File: config.mk
export PLATFORM = sky130hd
export DESIGN_NAME = three_term_recurrence_checksum_flat
export DESIGN_NICKNAME = d
export VERILOG_FILES = /design/src/rtl/rtcs_pkg.sv /design/src/rtl/rtcs_in_if.sv /design/src/rtl/rtcs_out_if.sv /design/src/rtl/rtcs_step.sv /design/src/rtl/three_term_recurrence_checksum.sv /design/src/flat_wrapper.sv
export SDC_FILE = /design/constraint.sdc
export NUM_CORES = 1
export LEC_CHECK = 0
export ABC_AREA = 1
export BUFFER_PORTS_ARGS = -buffer_cell sky130_fd_sc_hd__buf_4
export CAP_MARGIN = 20
export CORE_UTILIZATION = 57
export CTS_BUF_LIST = sky130_fd_sc_hd__clkbuf_4 sky130_fd_sc_hd__clkbuf_8
export DETAILED_ROUTE_END_ITERATION = 12
export MAX_ROUTING_LAYER = met4
export PLACE_DENSITY_LB_ADDON = 0.3
export SETUP_SLACK_MARGIN = 0.02
export SYNTH_ARGS = -nofsm -noshare
export SYNTH_HDL_FRONTEND = slang
export SYNTH_SLANG_ARGS = --single-unit
File: constraint.sdc
create_clock -name clk -period 15.6 [get_ports clk]
set_input_delay 0 -clock clk [delete_from_list [all_inputs] [get_ports clk]]
set_output_delay 0 -clock clk [all_outputs]
set_load 0.01 [all_outputs]
File: src/rtl/rtcs_pkg.sv
// Package for the three-term recurrence checksum.
// Holds the recurrence state type, field widths and fixed constants.
// No dependencies; imported by the interfaces and all modules.
`timescale 1ns / 1ps

package rtcs_pkg;

  localparam int unsigned ByteWidth = 8;
  localparam int unsigned TermWidth = 16;

  typedef logic [ByteWidth-1:0] byte_t;
  typedef logic [TermWidth-1:0] term_t;
  typedef logic [ByteWidth-1:0] index_t;

  localparam term_t  START_OFFSET = term_t'(7);
  localparam term_t  TERM_MODULUS = term_t'(16'hFFFF);
  localparam term_t  TERM_ONE     = term_t'(1);
  localparam index_t INDEX_ONE    = index_t'(1);

  // 256 * 65535: keeps the signed difference non-negative without changing its residue
  localparam logic [25:0] DIFF_BIAS = 26'd16776960;

  typedef struct packed {
    term_t  previous_term;
    term_t  current_term;
    index_t byte_index_low;
  } rtcs_state_t;

  localparam rtcs_state_t STATE_RESET = '{
    previous_term:  TERM_ONE,
    current_term:   TERM_ONE,
    byte_index_low: '0
  };

endpackage

File: src/rtl/rtcs_in_if.sv
// Input channel of the checksum block: one message byte per item.
// Depends on rtcs_pkg for the byte type.
`timescale 1ns / 1ps

interface rtcs_in_if;
  import rtcs_pkg::*;

  logic  valid;
  logic  ready;
  byte_t data_byte;
  logic  first_byte;
  logic  last_byte;

  modport source (output valid, output data_byte, output first_byte, output last_byte,
                  input ready);
  modport sink (input valid, input data_byte, input first_byte, input last_byte,
                output ready);
endinterface

File: src/rtl/rtcs_out_if.sv
// Output channel of the checksum block: one checksum per item.
// Depends on rtcs_pkg for the term type.
`timescale 1ns / 1ps

interface rtcs_out_if;
  import rtcs_pkg::*;

  logic  valid;
  logic  ready;
  term_t checksum;

  modport source (output valid, output checksum, input ready);
  modport sink (input valid, input checksum, output ready);
endinterface

File: src/rtl/rtcs_step.sv
// Next-state logic of the recurrence: one byte applied to the current state.
// Purely combinational; depends on rtcs_pkg.
`timescale 1ns / 1ps

module rtcs_step (
  input  rtcs_pkg::rtcs_state_t state,
  input  rtcs_pkg::byte_t       data_byte,
  input  logic                  first_byte,
  output rtcs_pkg::rtcs_state_t state_next
);
  import rtcs_pkg::*;

  index_t      idx;
  index_t      alpha;
  index_t      beta;
  logic [8:0]  factor;
  logic [24:0] plus;
  logic [23:0] minus;
  logic        neg;
  logic [25:0] diff;
  logic [16:0] fold1;
  term_t       fold2;
  term_t       term_new;

  assign idx = state.byte_index_low;

  // 17*i and 31*i mod 256 as shift-and-add
  assign alpha  = idx + {idx[3:0], 4'b0000};
  assign beta   = {idx[2:0], 5'b00000} - idx;
  assign factor = {1'b0, data_byte} + {1'b0, alpha};

  assign plus  = 25'(factor) * 25'(state.current_term);
  assign minus = 24'(beta) * 24'(state.previous_term);
  assign neg   = plus < {1'b0, minus};

  // a negative difference wraps through 2^64, which is 1 mod 65535
  assign diff = 26'(plus) + DIFF_BIAS - 26'(minus) + 26'(neg);

  // end-around folding: 2^16 is 1 mod 65535
  assign fold1    = 17'(diff[25:16]) + 17'(diff[15:0]);
  assign fold2    = fold1[15:0] + term_t'(fold1[16]);
  assign term_new = (fold2 == TERM_MODULUS) ? '0 : fold2;

  always_comb begin
    if (first_byte) begin
      state_next.previous_term  = TERM_ONE;
      state_next.current_term   = term_t'(data_byte) + START_OFFSET;
      state_next.byte_index_low = INDEX_ONE;
    end else begin
      state_next.previous_term  = state.current_term;
      state_next.current_term   = term_new;
      state_next.byte_index_low = idx + INDEX_ONE;
    end
  end

endmodule

File: src/rtl/three_term_recurrence_checksum.sv
// Top level of the three-term recurrence checksum.
// Depends on rtcs_pkg, rtcs_in_if, rtcs_out_if and rtcs_step.
//
//   channel  direction  payload                              item
//   msg      in         data_byte[7:0] first_byte last_byte  one message byte
//   result   out        checksum[15:0]                       one per last byte
//
// One byte per cycle sustained, but for the stall below. A byte is held in the input register,
// where the recurrence (two small multipliers and a mod-65535 fold) updates
// the state; a last byte loads the result register.
// Reset sets previous and current term to 1 and the position to 0.
// A waiting result stalls only a following last byte; other bytes go on.
`timescale 1ns / 1ps

module three_term_recurrence_checksum (
  input logic       clk,
  input logic       rst,
  rtcs_in_if.sink   msg,
  rtcs_out_if.source result
);
  import rtcs_pkg::*;

  // input register
  logic        in_valid;
  byte_t       in_data;
  logic        in_first;
  logic        in_last;

  rtcs_state_t state;
  rtcs_state_t state_next;

  logic        out_valid;
  term_t       out_checksum;

  logic        out_free;
  logic        advance;

  rtcs_step u_step (
    .state      (state),
    .data_byte  (in_data),
    .first_byte (in_first),
    .state_next (state_next)
  );

  assign out_free  = !out_valid || result.ready;
  assign advance   = in_valid && (!in_last || out_free);
  assign msg.ready = !in_valid || advance;

  always_ff @(posedge clk) begin
    if (rst) begin
      in_valid  <= 1'b0;
      state     <= STATE_RESET;
      out_valid <= 1'b0;
    end else begin
      if (msg.ready) begin
        in_valid <= msg.valid;
      end
      if (advance) begin
        state <= state_next;
      end
      // hold a result until taken, then load the next one
      if (advance && in_last) begin
        out_valid <= 1'b1;
      end else if (result.ready) begin
        out_valid <= 1'b0;
      end
    end
  end

  always_ff @(posedge clk) begin
    if (msg.ready && msg.valid) begin
      in_data  <= msg.data_byte;
      in_first <= msg.first_byte;
      in_last  <= msg.last_byte;
    end
    if (advance && in_last) begin
      out_checksum <= state_next.current_term;
    end
  end

  assign result.valid    = out_valid;
  assign result.checksum = out_checksum;

endmodule

File: src/flat_wrapper.sv
// flat-port wrapper written by rule: the top's interface ports become plain ports
module three_term_recurrence_checksum_flat import rtcs_pkg::*;
  (clk, rst, msg_valid, msg_data_byte, msg_first_byte, msg_last_byte, msg_ready, result_valid, result_checksum, result_ready);
  rtcs_in_if msg_i ();
  rtcs_out_if result_i ();
  input logic clk;
  input logic rst;
  input wire logic [$bits(msg_i.valid)-1:0] msg_valid;
  input wire logic [$bits(msg_i.data_byte)-1:0] msg_data_byte;
  input wire logic [$bits(msg_i.first_byte)-1:0] msg_first_byte;
  input wire logic [$bits(msg_i.last_byte)-1:0] msg_last_byte;
  output wire logic [$bits(msg_i.ready)-1:0] msg_ready;
  output wire logic [$bits(result_i.valid)-1:0] result_valid;
  output wire logic [$bits(result_i.checksum)-1:0] result_checksum;
  input wire logic [$bits(result_i.ready)-1:0] result_ready;
  assign msg_i.valid = msg_valid;
  assign msg_i.data_byte = msg_data_byte;
  assign msg_i.first_byte = msg_first_byte;
  assign msg_i.last_byte = msg_last_byte;
  assign msg_ready = msg_i.ready;
  assign result_valid = result_i.valid;
  assign result_checksum = result_i.checksum;
  assign result_i.ready = result_ready;
  three_term_recurrence_checksum u_core (.clk(clk), .rst(rst), .msg(msg_i), .result(result_i));
endmodule
==> summary.txt <==
Worst hold path
  – Hold EP: u_core.in_data[7]
  – Hold Crit Class: primary input to flip-flop
  – HP Start: msg_data_byte[7]
  – Hold path depth: 2

Synthesis
  – Main combinational cell family by area after synthesis: adder cells
  – Top FF cell, synth: dfxtp_1
  – Register bit total from synthesis: a little under 70
  – EDFF count, synth: 26
  – Mean post-synth cell area: 7.233 sq um
  – Compound-Gate Fraction of Synth Area: roughly 7.3%
  – Ys async rst share: 0%
  – Simple-gate share of the synthesized area: between 20% and 30%
  – Synth Cell Area: 14890 sq um
  – Synthesized instance count: about 2000
  – Mux cell area share after synthesis: 0%
  – Yosys cell types: between 40 and 50
  – Adder-cell share of the synthesized area: between 40% and 50%
  – YS warnings: 0
  – Seq/Total Area, Yosys: a little over a tenth
  – Syn Nets: between 2000 and 2500
  – XOR/XNOR Fraction of Synth Area: under 10%

Layout
  – Final Util: 61.98%
  – Fill cell count: around 2300
  – Most common cell after layout, fill and taps aside: inv_1
  – Final #Nets: roughly 2500
  – Ratio of cells with drive above 1 in the final layout: a little over 5%
  – Most frequent cells in the layout: inv_1, nand2_1, nor2_1
  – Synthesis-to-layout area growth: 5.705%
  – N_diodes: 0

GRT
  – Vias in the first global route: 13198
  – Total track usage: 32.95%
  – Gr ovfl total: 0
  – Largest net degree at the start of global routing: 45
  – First-pass GRT wire length: approximately 66 mm
  – Initial antenna violation count: 0

STA
  – Hold_ws: approximately 0.36 ns
  – Fin. max-slew vios: 0
  – Min Tclk post-route: between 10 and 15 ns
  – Setup Skew: ~0.014 ns
  – Final setup viols: 0
  – Period utilization: roughly nine tenths
  – Worst Tran Pin Value: ~0.9 ns
  – Max transition margin: between 30% and 40%
  – TNS Setup: 0 ns
  – Fmax: ~70 MHz
  – RSZ-0062 raised after global routing: no
  – Final Hold Viols: 0

Critical path
  – RR Endpoint: u_core.result.checksum[11]
  – R2R Path Start: u_core.state[0]
  – Worst Reg-to-Reg Cells: 77
  – WP data arrival: around 14 ns
  – Worst Setup End Kind: flip-flop
  – Largest stage delay, worst path: approximately 0.67 ns
  – CP required: about 16 ns
  – Crit-path most repeated cell: nand2_1
  – WP buf/inv: 8
  – Delay-heaviest family, CP: adder cells
  – Crit path kind: flip-flop to flip-flop
  – Reg2Reg Setup Slack: roughly 1.4 ns
  – Maximum fanout along the worst path: 23
  – Critical Path Start Type: flip-flop
  – Critical path's slowest cell: dfxtp_2

CTS
  – Setup Buffers After CTS: 0
  – # H-tree levels: 3
  – CTS Buf Count: 9
  – CTS max path bufs: 2
  – Latest clock arrival within the worst-skew pair: between 0.3 and 0.4 ns
  – Register clock-pin slew on the reported worst setup and hold paths: approximately 0.09 ns
  – Root buffer cell: clkbuf_8
  – Clock sinks: 68
  – CTS tree: built

Die
  – Die Span Y: 163.6 microns
  – DIE AREA: 26780 sq um
  – Site row count: between 50 and 60
  – Ports: 32
  – Starting Density: between 50 and 60%
  – Core area: ~25000 sq um
  – Die W: about 160 microns

Placement
  – Post-DP HPWL: roughly 34 mm
  – Global placer's final weighted congestion: around 1.0
  – Port bufs: 31

Route
  – Vias per cell: about 5.4
  – Routed WL per cell: between 15 and 20 microns
  – Initial drt markers: roughly 830
  – Routed wire length: 40.53 mm
  – Post-DRT Antenna Nets: 0
  – DRC Markers: 0
  – Drt first pass iters: 8
  – Vias: roughly 13000

Run
  – Maximum capacitance violations: 0

Outcome
  – Status: finished, final reports clean
-- cells in the mapped netlist (4+ instances only) --
| master | count | share of area [%] |
|---|---|---|
| ha_1 | 183 | 15 |
| nand3_1 | 74 | 2.5 |
| clkbuf_1 | 34 | 0.86 |
| nand4_1 | 23 | 0.97 |
| nand2_2 | 19 | 0.80 |
| or2_2 | 8 | 0.34 |
| a211oi_1 | 19 | 0.96 |
| dfxtp_1 | 42 | 5.6 |
| xor2_1 | 52 | 3.1 |
| o211ai_1 | 4 | 0.20 |
| inv_1 | 492 | 12 |
| o21ai_0 | 40 | 1.3 |
| buf_1 | 4 | 0.10 |
| nand2_1 | 439 | 11 |
| nor3b_1 | 5 | 0.25 |
| nor2_1 | 200 | 5.0 |
| xnor2_1 | 23 | 1.4 |
| nor3_1 | 13 | 0.44 |
| inv_2 | 10 | 0.25 |
| o21bai_1 | 8 | 0.40 |
| a31oi_1 | 7 | 0.29 |
| nor2_2 | 10 | 0.42 |
| a21oi_1 | 105 | 3.5 |
| edfxtp_1 | 26 | 5.2 |
| fa_1 | 191 | 26 |
-- worst max-delay path by stage --
| stage | start | to | slack (ns) | cells past startpoint |
|---|---|---|---|---|
| 2_1_floorplan | u_core.state[0] | u_core.result.checksum[10] | 3.32 | 79 |
| 4_1_cts | u_core.state[0] | u_core.result.checksum[11] | 1.22 | 77 |
| 5_1_grt | u_core.state[0] | u_core.result.checksum[11] | 0.10 | 77 |
| 3_5_place_dp | u_core.state[0] | u_core.result.checksum[5] | 1.28 | 77 |
| 3_3_place_gp | u_core.state[0] | u_core.result.checksum[14] | 1.64 | 77 |
| 6_report | u_core.state[0] | u_core.result.checksum[11] | 1.38 | 77 |
-- sequential cells by signal (all words and copies together), names as in the netlist --
register,flops
u_core.in_data,8
u_core.in_first,1
u_core.in_last,1
u_core.in_valid,1
u_core.result.checksum,16
u_core.result.valid,1
u_core.state,40
-- logic make-up after synthesis --
| family | after synthesis |
|---|---|
| compound gates | 194 |
| simple gates | 804 |
| xor+xnor | 75 |
| flops | 68 |
| buf+inv | 544 |
| fa+ha+maj | 374 |
-- layout make-up --
type / count / area, sq um / area share (%)
well taps: 330 / 412.9 / 2.623
inverters: 505 / 1896 / 12.04
flip-flops and latches: 68 / 1623 / 10.31
clock buffers: 11 / 151.4 / 0.9618
multi-input cells: 1447 / 11220 / 71.28
repair buffers: 49 / 402.9 / 2.559
clock inverters: 5 / 35.03 / 0.2226
-- metrics by stage --
stage	cell area [sq um]	cells	setup slack, ns
6_report	15740	2415	1.381
5_1_grt	15740	2415	0.1029
4_1_cts	15740	2415	1.221
3_5_place_dp	15410	2385	1.280
3_3_place_gp	15410	2385	1.639
2_1_floorplan	14890	2059	3.322
-- routing by layer --
| metal | GRT usage, % | vias up | routed length [microns] |
|---|---|---|---|
| met1 | 39.10 | 6212 | 16260 |
| li1 | - | 6272 | - |
| met5 | - | - | 0 |
| met4 | 10.65 | 0 | 1537 |
| met2 | 55.43 | 458 | 19350 |
| met3 | 7.186 | 106 | 3386 |
-- repair_timing --
| action | 4_1_cts | 5_1_grt |
|---|---|---|
| gates resized for setup | 0 | 1 |
| hold buffers | 14 | 0 |
| endpoints found under the hold margin | 14 | 0 |
| endpoints found under the setup margin | 0 | 32 |
Power is left out: the tool's default activity adds up to more than one toggle a clock period on the data nets, which glitch-free logic cannot reach.
